$ cat src/hw/rtl/svf_pkg.sv
// Shared types, constants and the microcode table of the stereo state-variable filter.
// Used by svf_useq, svf_dp and state_variable_filter_stereo; depends on nothing else.
package svf_pkg;

  // Field widths fixed by the interface.
  localparam int SAMPLE_BITS = 16;
  localparam int COEF_BITS   = 18;
  localparam int VOL_BITS    = 8;
  localparam int MODE_BITS   = 2;
  localparam int CFG_IDX_BITS = 2;

  // The multiplier's second operand is split at this bit into two partial products.
  localparam int SPLIT_BITS = 24;
  // Volume is in 1/256 steps.
  localparam int VOL_SHIFT  = 8;

  // Configuration register indexes.
  localparam logic [CFG_IDX_BITS-1:0] REG_FREQ    = 2'd0;
  localparam logic [CFG_IDX_BITS-1:0] REG_DAMPING = 2'd1;
  localparam logic [CFG_IDX_BITS-1:0] REG_MODE    = 2'd2;
  localparam logic [CFG_IDX_BITS-1:0] REG_VOLUME  = 2'd3;

  // Output mode codes.
  localparam logic [MODE_BITS-1:0] MODE_LP    = 2'd0;
  localparam logic [MODE_BITS-1:0] MODE_HP    = 2'd1;
  localparam logic [MODE_BITS-1:0] MODE_BP    = 2'd2;
  localparam logic [MODE_BITS-1:0] MODE_NOTCH = 2'd3;

  // Reset value of the volume configuration register.
  localparam logic [VOL_BITS-1:0] VOLUME_RESET = 8'd255;

  // Saturation limits of the output sample.
  localparam logic signed [SAMPLE_BITS-1:0] SAMPLE_MAX = 16'sh7fff;
  localparam logic signed [SAMPLE_BITS-1:0] SAMPLE_MIN = 16'sh8000;

  // Payload of one input transfer.
  typedef struct packed {
    logic                          channel;
    logic signed [SAMPLE_BITS-1:0] sample_in;
  } svf_in_t;

  // Payload of one output transfer.
  typedef struct packed {
    logic signed [SAMPLE_BITS-1:0] sample_out;
    logic                          out_channel;
  } svf_out_t;

  // Microcode fields.
  typedef enum logic [1:0] {A_FREQ, A_DAMP, A_VOL} a_sel_t;
  typedef enum logic [1:0] {B_BP, B_HP, B_SUM} b_sel_t;
  typedef enum logic {PART_LO, PART_HI} part_t;
  typedef enum logic [1:0] {WB_NONE, WB_LP, WB_HP, WB_BP} wb_t;
  typedef enum logic [1:0] {SEQ_NEXT, SEQ_LOOP, SEQ_DONE} seq_t;

  typedef struct packed {
    logic   mul_en;
    a_sel_t a_sel;
    b_sel_t b_sel;
    part_t  part;
    wb_t    wb;
    logic   half_en;
    logic   sum_en;
    seq_t   seq;
  } ucode_t;

  // Control from the sequencer to the datapath.
  typedef struct packed {
    ucode_t uc;
    logic   load;
    logic   finish;
  } seq_ctrl_t;

  localparam int NUM_STEPS = 13;
  localparam int STEP_BITS = $clog2(NUM_STEPS);
  localparam logic [STEP_BITS-1:0] STEP_LOOP_TOP = '0;

  localparam ucode_t UCODE_NOP = '{1'b0, A_FREQ, B_BP, PART_LO, WB_NONE, 1'b0, 1'b0, SEQ_NEXT};

  // The program. Field order: mul_en, a_sel, b_sel, part, wb, half_en, sum_en, seq.
  // Steps 0 to 9 form one filter pass; steps 10 to 12 apply volume and deliver.
  localparam ucode_t UCODE [NUM_STEPS] = '{
    '{1'b1, A_FREQ, B_BP,  PART_LO, WB_NONE, 1'b0, 1'b0, SEQ_NEXT},  // f*bp, low part
    '{1'b1, A_FREQ, B_BP,  PART_HI, WB_NONE, 1'b0, 1'b0, SEQ_NEXT},  // f*bp, high part
    '{1'b1, A_DAMP, B_BP,  PART_LO, WB_LP,   1'b0, 1'b0, SEQ_NEXT},  // lp update, q*bp low
    '{1'b1, A_DAMP, B_BP,  PART_HI, WB_NONE, 1'b0, 1'b0, SEQ_NEXT},  // q*bp, high part
    '{1'b0, A_FREQ, B_BP,  PART_LO, WB_HP,   1'b0, 1'b0, SEQ_NEXT},  // hp update
    '{1'b1, A_FREQ, B_HP,  PART_LO, WB_NONE, 1'b0, 1'b0, SEQ_NEXT},  // f*hp, low part
    '{1'b1, A_FREQ, B_HP,  PART_HI, WB_NONE, 1'b0, 1'b0, SEQ_NEXT},  // f*hp, high part
    '{1'b0, A_FREQ, B_BP,  PART_LO, WB_BP,   1'b0, 1'b0, SEQ_NEXT},  // bp update
    '{1'b0, A_FREQ, B_BP,  PART_LO, WB_NONE, 1'b1, 1'b0, SEQ_NEXT},  // halve selected output
    '{1'b0, A_FREQ, B_BP,  PART_LO, WB_NONE, 1'b0, 1'b1, SEQ_LOOP},  // accumulate, next pass
    '{1'b1, A_VOL,  B_SUM, PART_LO, WB_NONE, 1'b0, 1'b0, SEQ_NEXT},  // sum*volume, low part
    '{1'b1, A_VOL,  B_SUM, PART_HI, WB_NONE, 1'b0, 1'b0, SEQ_NEXT},  // sum*volume, high part
    '{1'b0, A_FREQ, B_BP,  PART_LO, WB_NONE, 1'b0, 1'b0, SEQ_DONE}   // saturate and deliver
  };

endpackage

$ cat src/hw/rtl/svf_useq.sv
// Microcode sequencer of the stereo state-variable filter: step counter, pass counter,
// program table lookup and the jump logic. Depends on svf_pkg.
module svf_useq #(
  parameter int OVERSAMPLE = 2
) (
  input  logic                clk,
  input  logic                rst,
  input  logic                start,
  input  logic                hold,
  output logic                busy,
  output svf_pkg::seq_ctrl_t  ctl
);

  localparam int PASS_BITS = (OVERSAMPLE > 1) ? $clog2(OVERSAMPLE) : 1;
  localparam logic [PASS_BITS-1:0] PASS_LAST = PASS_BITS'(OVERSAMPLE - 1);

  typedef enum logic {IDLE, RUN} state_t;

  state_t                          state;
  logic [svf_pkg::STEP_BITS-1:0]   step;
  logic [PASS_BITS-1:0]            pass;
  svf_pkg::ucode_t                 uc;

  // Current control word; idle cycles issue no operation.
  always_comb begin
    if (state == RUN) begin
      uc = svf_pkg::UCODE[step];
    end else begin
      uc = svf_pkg::UCODE_NOP;
    end
  end

  assign busy       = (state == RUN);
  assign ctl.uc     = uc;
  assign ctl.load   = start;
  assign ctl.finish = (state == RUN) && (uc.seq == svf_pkg::SEQ_DONE) && !hold;

  // Step counter with the loop jump and the final wait for the output register.
  always_ff @(posedge clk) begin
    if (rst) begin
      state <= IDLE;
      step  <= '0;
      pass  <= '0;
    end else begin
      case (state)
        IDLE: begin
          if (start) begin
            state <= RUN;
            step  <= '0;
            pass  <= '0;
          end
        end
        RUN: begin
          case (uc.seq)
            svf_pkg::SEQ_NEXT: begin
              step <= step + 1'b1;
            end
            svf_pkg::SEQ_LOOP: begin
              if (pass == PASS_LAST) begin
                step <= step + 1'b1;
              end else begin
                step <= svf_pkg::STEP_LOOP_TOP;
                pass <= pass + 1'b1;
              end
            end
            svf_pkg::SEQ_DONE: begin
              if (!hold) begin
                state <= IDLE;
              end
            end
            default: begin
              state <= IDLE;
            end
          endcase
        end
        default: begin
          state <= IDLE;
        end
      endcase
    end
  end

endmodule

$ cat src/hw/rtl/svf_dp.sv
// Datapath of the stereo state-variable filter: per-channel state, working registers,
// one shared multiplier with a partial-product adder, and output saturation.
// Depends on svf_pkg; driven by the control word from svf_useq.
module svf_dp #(
  parameter int FRAC_BITS  = 16,
  parameter int STATE_BITS = 32
) (
  input  logic                                clk,
  input  logic                                rst,
  input  svf_pkg::seq_ctrl_t                  ctl,
  input  logic [svf_pkg::COEF_BITS-1:0]       freq_coef,
  input  logic [svf_pkg::COEF_BITS-1:0]       damping_coef,
  input  logic [svf_pkg::MODE_BITS-1:0]       mode,
  input  logic [svf_pkg::VOL_BITS-1:0]        volume,
  input  svf_pkg::svf_in_t                    src_item,
  output svf_pkg::svf_out_t                   result
);

  localparam int SB = STATE_BITS;
  localparam int CB = svf_pkg::COEF_BITS;
  localparam int SP = svf_pkg::SPLIT_BITS;
  // Second multiplier operand: state values and the output sum.
  localparam int BW = SB + 2;
  localparam int HW = BW - SP;
  // Signed width that holds either partial operand.
  localparam int PW = (HW + 1 > SP + 1) ? HW + 1 : SP + 1;
  localparam int MW = CB + 1 + PW;
  localparam int FW = MW + SP + 1 + FRAC_BITS;
  localparam int QW = FW - svf_pkg::VOL_SHIFT;

  logic signed [svf_pkg::SAMPLE_BITS-1:0] x;
  logic                                   ch;
  logic signed [SB-1:0]                   lp;
  logic signed [SB-1:0]                   bp;
  logic signed [SB-1:0]                   hp;
  logic signed [SB-1:0]                   half;
  logic signed [BW-1:0]                   sum;
  logic signed [MW-1:0]                   p;
  logic signed [MW-1:0]                   plo;
  logic signed [SB-1:0]                   lp_st [2];
  logic signed [SB-1:0]                   bp_st [2];

  logic [CB-1:0]          a_op;
  logic signed [BW-1:0]   b_op;
  logic signed [PW-1:0]   b_part;
  logic signed [MW-1:0]   mul;
  logic signed [FW-1:0]   full;
  logic signed [SB-1:0]   fm;
  logic signed [SB-1:0]   x_ext;
  logic signed [SB-1:0]   notch;
  logic signed [SB-1:0]   sel;
  logic signed [SB-1:0]   sel_adj;
  logic signed [QW-1:0]   scaled;
  logic                   in_range;

  // Operand selection for the shared multiplier.
  always_comb begin
    case (ctl.uc.a_sel)
      svf_pkg::A_FREQ: a_op = freq_coef;
      svf_pkg::A_DAMP: a_op = damping_coef;
      svf_pkg::A_VOL:  a_op = {{(CB - svf_pkg::VOL_BITS){1'b0}}, volume};
      default:         a_op = '0;
    endcase
    case (ctl.uc.b_sel)
      svf_pkg::B_BP:  b_op = {{2{bp[SB-1]}}, bp};
      svf_pkg::B_HP:  b_op = {{2{hp[SB-1]}}, hp};
      svf_pkg::B_SUM: b_op = sum;
      default:        b_op = '0;
    endcase
    if (ctl.uc.part == svf_pkg::PART_LO) begin
      b_part = {{(PW - SP){1'b0}}, b_op[SP-1:0]};
    end else begin
      b_part = {{(PW - HW){b_op[BW-1]}}, b_op[BW-1:SP]};
    end
  end

  assign mul = $signed({1'b0, a_op}) * b_part;

  // Exact product from the two registered partial products.
  assign full = $signed({{(FW - MW){plo[MW-1]}}, plo})
              + $signed({{(FW - MW){p[MW-1]}}, p} << SP);
  assign fm   = full[FRAC_BITS +: SB];

  // Mode selection and halving with truncation toward zero.
  assign x_ext = {{(SB - svf_pkg::SAMPLE_BITS){x[svf_pkg::SAMPLE_BITS-1]}}, x};
  assign notch = hp + lp;
  always_comb begin
    case (mode)
      svf_pkg::MODE_LP:    sel = lp;
      svf_pkg::MODE_HP:    sel = hp;
      svf_pkg::MODE_BP:    sel = bp;
      svf_pkg::MODE_NOTCH: sel = notch;
      default:             sel = notch;
    endcase
  end
  assign sel_adj = sel + {{(SB - 1){1'b0}}, sel[SB-1]};

  // Volume scaling is a floor shift; saturate when the upper bits are not all sign.
  assign scaled   = full[FW-1:svf_pkg::VOL_SHIFT];
  assign in_range = (&scaled[QW-1:svf_pkg::SAMPLE_BITS-1])
                  | ~(|scaled[QW-1:svf_pkg::SAMPLE_BITS-1]);
  always_comb begin
    if (in_range) begin
      result.sample_out = scaled[svf_pkg::SAMPLE_BITS-1:0];
    end else if (scaled[QW-1]) begin
      result.sample_out = svf_pkg::SAMPLE_MIN;
    end else begin
      result.sample_out = svf_pkg::SAMPLE_MAX;
    end
  end
  assign result.out_channel = ch;

  // Per-channel filter state, written back when a result is delivered.
  always_ff @(posedge clk) begin
    if (rst) begin
      lp_st[0] <= '0;
      lp_st[1] <= '0;
      bp_st[0] <= '0;
      bp_st[1] <= '0;
    end else if (ctl.finish) begin
      lp_st[ch] <= lp;
      bp_st[ch] <= bp;
    end
  end

  // Working registers, stepped by the control word.
  always_ff @(posedge clk) begin
    if (ctl.load) begin
      x   <= src_item.sample_in;
      ch  <= src_item.channel;
      lp  <= lp_st[src_item.channel];
      bp  <= bp_st[src_item.channel];
      sum <= '0;
    end else begin
      case (ctl.uc.wb)
        svf_pkg::WB_LP: lp <= lp + fm;
        svf_pkg::WB_HP: hp <= x_ext - lp - fm;
        svf_pkg::WB_BP: bp <= bp + fm;
        default: ;
      endcase
      if (ctl.uc.half_en) begin
        half <= sel_adj >>> 1;
      end
      if (ctl.uc.sum_en) begin
        sum <= sum + {{2{half[SB-1]}}, half};
      end
    end
    if (ctl.uc.mul_en) begin
      p <= mul;
      if (ctl.uc.part == svf_pkg::PART_HI) begin
        plo <= p;
      end
    end
  end

endmodule

$ cat src/hw/rtl/state_variable_filter_stereo.sv
// Top level of the two-channel state-variable filter: configuration registers,
// output register and the sequencer and datapath. Depends on svf_pkg, svf_useq, svf_dp.
//
// Each accepted sample runs OVERSAMPLE passes of the Chamberlin filter on the state
// of its channel, then scales the summed mode output by volume and saturates it.
// One item occupies the block from the transfer in until its result is delivered,
// and no new item is taken in that time. The run length is set by the single shared
// multiplier: each of the three products of a pass takes two partial-product steps
// and a write-back step, and the volume product takes three more. The result is held
// in an output register, so a new item is taken while an older result waits; the
// block waits at its last step only while the output register is full and stalled.
module state_variable_filter_stereo #(
  parameter int FRAC_BITS  = 16,
  parameter int STATE_BITS = 32,
  parameter int OVERSAMPLE = 2
) (
  input  logic                                 clk,
  input  logic                                 rst,
  input  logic                                 src_valid,
  output logic                                 src_stall,
  input  svf_pkg::svf_in_t                     src_data,
  output logic                                 dst_valid,
  input  logic                                 dst_stall,
  output svf_pkg::svf_out_t                    dst_data,
  input  logic                                 cfg_valid,
  output logic                                 cfg_ready,
  input  logic [svf_pkg::CFG_IDX_BITS-1:0]     cfg_index,
  input  logic [svf_pkg::COEF_BITS-1:0]        cfg_data
);

  logic [svf_pkg::COEF_BITS-1:0] freq_coef;
  logic [svf_pkg::COEF_BITS-1:0] damping_coef;
  logic [svf_pkg::MODE_BITS-1:0] mode;
  logic [svf_pkg::VOL_BITS-1:0]  volume;
  logic                          busy;
  logic                          start;
  logic                          hold;
  svf_pkg::seq_ctrl_t            ctl;
  svf_pkg::svf_out_t             result;

  assign cfg_ready = 1'b1;
  assign src_stall = busy;
  assign start     = src_valid && !src_stall;
  assign hold      = dst_valid && dst_stall;

  // Configuration registers.
  always_ff @(posedge clk) begin
    if (rst) begin
      freq_coef    <= '0;
      damping_coef <= '0;
      mode         <= svf_pkg::MODE_LP;
      volume       <= svf_pkg::VOLUME_RESET;
    end else if (cfg_valid && cfg_ready) begin
      case (cfg_index)
        svf_pkg::REG_FREQ:    freq_coef    <= cfg_data;
        svf_pkg::REG_DAMPING: damping_coef <= cfg_data;
        svf_pkg::REG_MODE:    mode         <= cfg_data[svf_pkg::MODE_BITS-1:0];
        svf_pkg::REG_VOLUME:  volume       <= cfg_data[svf_pkg::VOL_BITS-1:0];
        default: ;
      endcase
    end
  end

  svf_useq #(
    .OVERSAMPLE (OVERSAMPLE)
  ) u_useq (
    .clk   (clk),
    .rst   (rst),
    .start (start),
    .hold  (hold),
    .busy  (busy),
    .ctl   (ctl)
  );

  svf_dp #(
    .FRAC_BITS  (FRAC_BITS),
    .STATE_BITS (STATE_BITS)
  ) u_dp (
    .clk          (clk),
    .rst          (rst),
    .ctl          (ctl),
    .freq_coef    (freq_coef),
    .damping_coef (damping_coef),
    .mode         (mode),
    .volume       (volume),
    .src_item     (src_data),
    .result       (result)
  );

  // Output register: loaded when the sequencer delivers, emptied by a transfer out.
  always_ff @(posedge clk) begin
    if (rst) begin
      dst_valid <= 1'b0;
    end else if (ctl.finish) begin
      dst_valid <= 1'b1;
    end else if (dst_valid && !dst_stall) begin
      dst_valid <= 1'b0;
    end
  end

  always_ff @(posedge clk) begin
    if (ctl.finish) begin
      dst_data <= result;
    end
  end

  // A result is never delivered into a full, stalled output register.
  a_no_overwrite: assert property (@(posedge clk) disable iff (rst)
    ctl.finish |-> !(dst_valid && dst_stall))
    else $error("result delivered while output register was held");

  // After an input transfer the sequencer is busy and takes no further item.
  a_busy_after_start: assert property (@(posedge clk) disable iff (rst)
    start |=> src_stall)
    else $error("sequencer not busy after input transfer");

  // Delivery ends the item: the block is ready again in the next cycle.
  a_idle_after_finish: assert property (@(posedge clk) disable iff (rst)
    ctl.finish |=> !src_stall && dst_valid)
    else $error("sequencer did not return to idle after delivery");

endmodule
$ cat config.mk
export PLATFORM = sky130hd
export DESIGN_NAME = state_variable_filter_stereo
export DESIGN_NICKNAME = d
export VERILOG_FILES = /design/src/hw/rtl/svf_pkg.sv /design/src/hw/rtl/svf_useq.sv /design/src/hw/rtl/svf_dp.sv /design/src/hw/rtl/state_variable_filter_stereo.sv
export SDC_FILE = /design/constraint.sdc
export NUM_CORES = 2
export LEC_CHECK = 0
export CORE_ASPECT_RATIO = 0.5
export CORE_MARGIN = 2
export CORE_UTILIZATION = 39
export DETAILED_ROUTE_END_ITERATION = 7
export DONT_BUFFER_PORTS = 1
export PLACE_DENSITY_LB_ADDON = 0.15
export SKIP_LAST_GASP = 1
export SLEW_MARGIN = 20
export SYNTH_ARGS = -nofsm -noshare
export SYNTH_HDL_FRONTEND = slang
export SYNTH_HIERARCHICAL = 1
export SYNTH_SLANG_ARGS = --single-unit
export TNS_END_PERCENT = 20
$ cat constraint.sdc
create_clock -name clk -period 15.8 [get_ports clk]
set_input_delay 0.79 -clock clk [delete_from_list [all_inputs] [get_ports clk]]
set_output_delay 0.79 -clock clk [all_outputs]
set_load 0.05 [all_outputs]
==> flow_summary.ini <==
[cells_and_area]
layout-drive-gt1-share_pct = 5.66
regArea_um2 = 12800
fillers = 11807
multi_input_area_um2 = 31600
fin_nets = 5918
final_cell_mix = inv_1, fa_1, nand2_1
syn_to_final_growth_pct = 7.58
antenna_cells = 0
final_common_cell = inv_1
final_cells = 6694

[pwr]
p_leak_nw = 23.1
power.density_nw_per_um2 = 110
ir_drop_mv = 0.0825

[floorplanning]
core-area_um2 = 121000
start_util_pct = 39.6
rows = 90
die_w_um = 500
io_pins = 62
dieArea_um2 = 126000
fp.dieH_um = 252

[synth]
ys_seq_area_share_pct = 26.7
synthArstFlopShare_pct = 0
synth_cell_types = 99
netlist.top_cell.by_area = edfxtp_1
synthesis.instances = 5118
synth_flop_cell = edfxtp_1
synth_area_leaders = edfxtp_1, fa_1, ha_1, inv_1, dfxtp_1
synth_area_um2 = 48000
synth_top_area_share_pct = 23.1
yosysWarnings = 6
syn_area_per_cell_um2 = 9.38
synth-edff-count = 369
synth_fp_nets = 5993
synth_seq_cells = 456

[grt]
grt.total_usage_pct = 24.4
grt_max_degree = 84
grt_pass1_vias = 37108
antenna_found_initial = 6
grt_first_pass_wirelength_mm = 234
overflow = 0

[placed_design]
place_congestion = 0.909
dp.cells = 6601
dp_hpwl_mm = 120
port-buffer-count = 0

[clock_tree]
cts.sinks = 456
cts.repair.resized = 0
cts_made_buffers = 50
cts_hold_buf = 0
cts-root-buf = clkbuf_16
cts_tree = yes
insertion_delay_ns = 0.65
path_clk_slew_ns = 0.07
cts_setup_buffers = 0
htreeDepth = 2
clk_path_buf_depth = 3

[worst_setup_path]
critPathMostFrequentCell = fa_1
timing.rr.end = u_dp/p[43]
worstPathArrival_ns = 10.88
crit_cells = 33
cp.required_ns = 16.17
r2r_setup_slack_ns = 5.29
cp_max_fo = 60
r2r_start = u_useq/step[2]
critPathCaptureType = flop
worst_path_max_delay_cell = nor2_2
path_class = flop to flop
crit_path_max_incr_delay_ns = 0.86
startpoint_type = flop
critPathTopFamily = adder cells
crit_buf_inv = 8
r2r_cells = 33

[sta]
relSlewSlack_pct = 12.9
skew_ns = 0.0474
rsz0062_at_grt = false
fin_crit_ns = 10.51
totalNegativeSetupSlack_ns = 0
max_slew.worst_pin.slew_ns = 1.30
max_clock_freq_mhz = 95.2
hold_violations = 0
drv_slew = 0
setup_viol = 0
holdWs_ns = 0.232
finalCritPeriodShare_pct = 66.5

[hold_path]
holdPathEnd = u_dp/x[2]
hold_path_depth = 0
hp-start = src_data[2]
hold_path_class = primary input to flop

[status]
outcome = complete, no violations

[drt]
avgViaCountPerCell = 5.54
vias = 37073
ant_nets = 0
drc = 0
finalWirelength_mm = 153
first_pass_iters = 5
drtIter0Drc = 3102
wire_per_inst_um = 22.9

[flow_run]
drv_cap = 0
## power by group
part	switching [mW]	leakage (nW)	internal (mW)	total, mW
Combinational	1.68	18.0	1.04	2.72
Clock	0.555	0.867	0.746	1.30
Sequential	0.166	4.27	1.49	1.66
Total	2.40	23.1	3.28	5.68
## registers in the layout, indices dropped and copies added, names as in the netlist, 2 cells and up
signal,cells
u_dp/bp_st,64
u_dp/lp_st,64
u_dp/p,44
u_dp/plo,36
u_dp/sum,34
u_dp/bp,32
u_dp/hp,32
u_dp/lp,32
u_dp/half,31
damping_coef,18
freq_coef,18
dst_data,17
u_dp/x,16
volume,8
u_useq/step,4
mode,2
## through the flow
| step | util, % | power [mW] | cell area, um^2 | setup slack (ns) |
|---|---|---|---|---|
| after detailed placement | 41.1 | 4.36 | 49800 | 5.39 |
| after floorplan | - | 3.54 | 48000 | 7.08 |
| after global routing | 42.6 | 6.07 | 51600 | 4.59 |
| final | 42.6 | 5.68 | 51600 | 5.29 |
| after global placement | 41.1 | 4.34 | 49800 | 5.50 |
| after CTS | 42.6 | 5.69 | 51600 | 5.38 |
## metal layers
metal	global-route usage, %	part of all wire (%)
met1	36.4	48
met2	37.4	43
met3	3.58	6.7
met4	5.13	2.1
met5	0	0.016
## cell usage after synthesis, drive strengths merged, types with 9 or more instances
library cell / number
nand4: 45
xor2: 80
o41ai: 12
a21boi: 15
mux2i: 172
o21a: 37
o31ai: 18
a21oi: 271
nor3: 70
and3: 24
and2: 146
o21ai: 205
a211oi: 38
o22ai: 23
nand3: 74
a21o: 142
nor2: 431
a2111oi: 9
clkbuf: 144
mux4: 9
dfxtp: 87
nand3b: 10
or3: 22
o21bai: 27
a311oi: 11
a221oi: 10
buf: 52
ha: 352
nor4: 18
o211a: 12
nand2b: 99
xnor2: 143
edfxtp: 369
or2: 33
a31oi: 42
inv: 762
o211ai: 23
mux2: 21
nand2: 431
fa: 481
a31o: 9
nor2b: 45
## cell families after synthesis
logic type / count (synthesis) / share of synthesized area (%)
other cells: 1 / 0.00781
xor+xnor: 223 / 4.07
fa+ha+maj: 833 / 29.2
simple gates: 1492 / 15.0
flops: 456 / 26.7
mux: 202 / 4.50
compound gates: 953 / 12.9
buf+inv: 958 / 7.66
## layout make-up
class                      instances  area share (%)
inverter                         762            5.54
clock buffer                      53            2.49
timing repair buffer              69            1.00
clock inverter                    40           0.989
multi-input combinational       3704            61.2
tap                             1610            3.90
sequential                       456            24.8
## how the worst max path moves through the flow
stage | from | end | slack (ns)
CTS | u_useq/step[2] | u_dp/p[43] | 5.38
floorplan | u_useq/busy | u_dp/p[43] | 7.08
global placement | u_useq/step[2] | u_dp/p[43] | 5.50
finish | u_useq/step[2] | u_dp/p[43] | 5.29
detailed placement | u_useq/busy | u_dp/p[43] | 5.39
global route | u_useq/step[2] | u_dp/p[43] | 4.59
No activity file was read; power rests on OpenSTA's default activity.
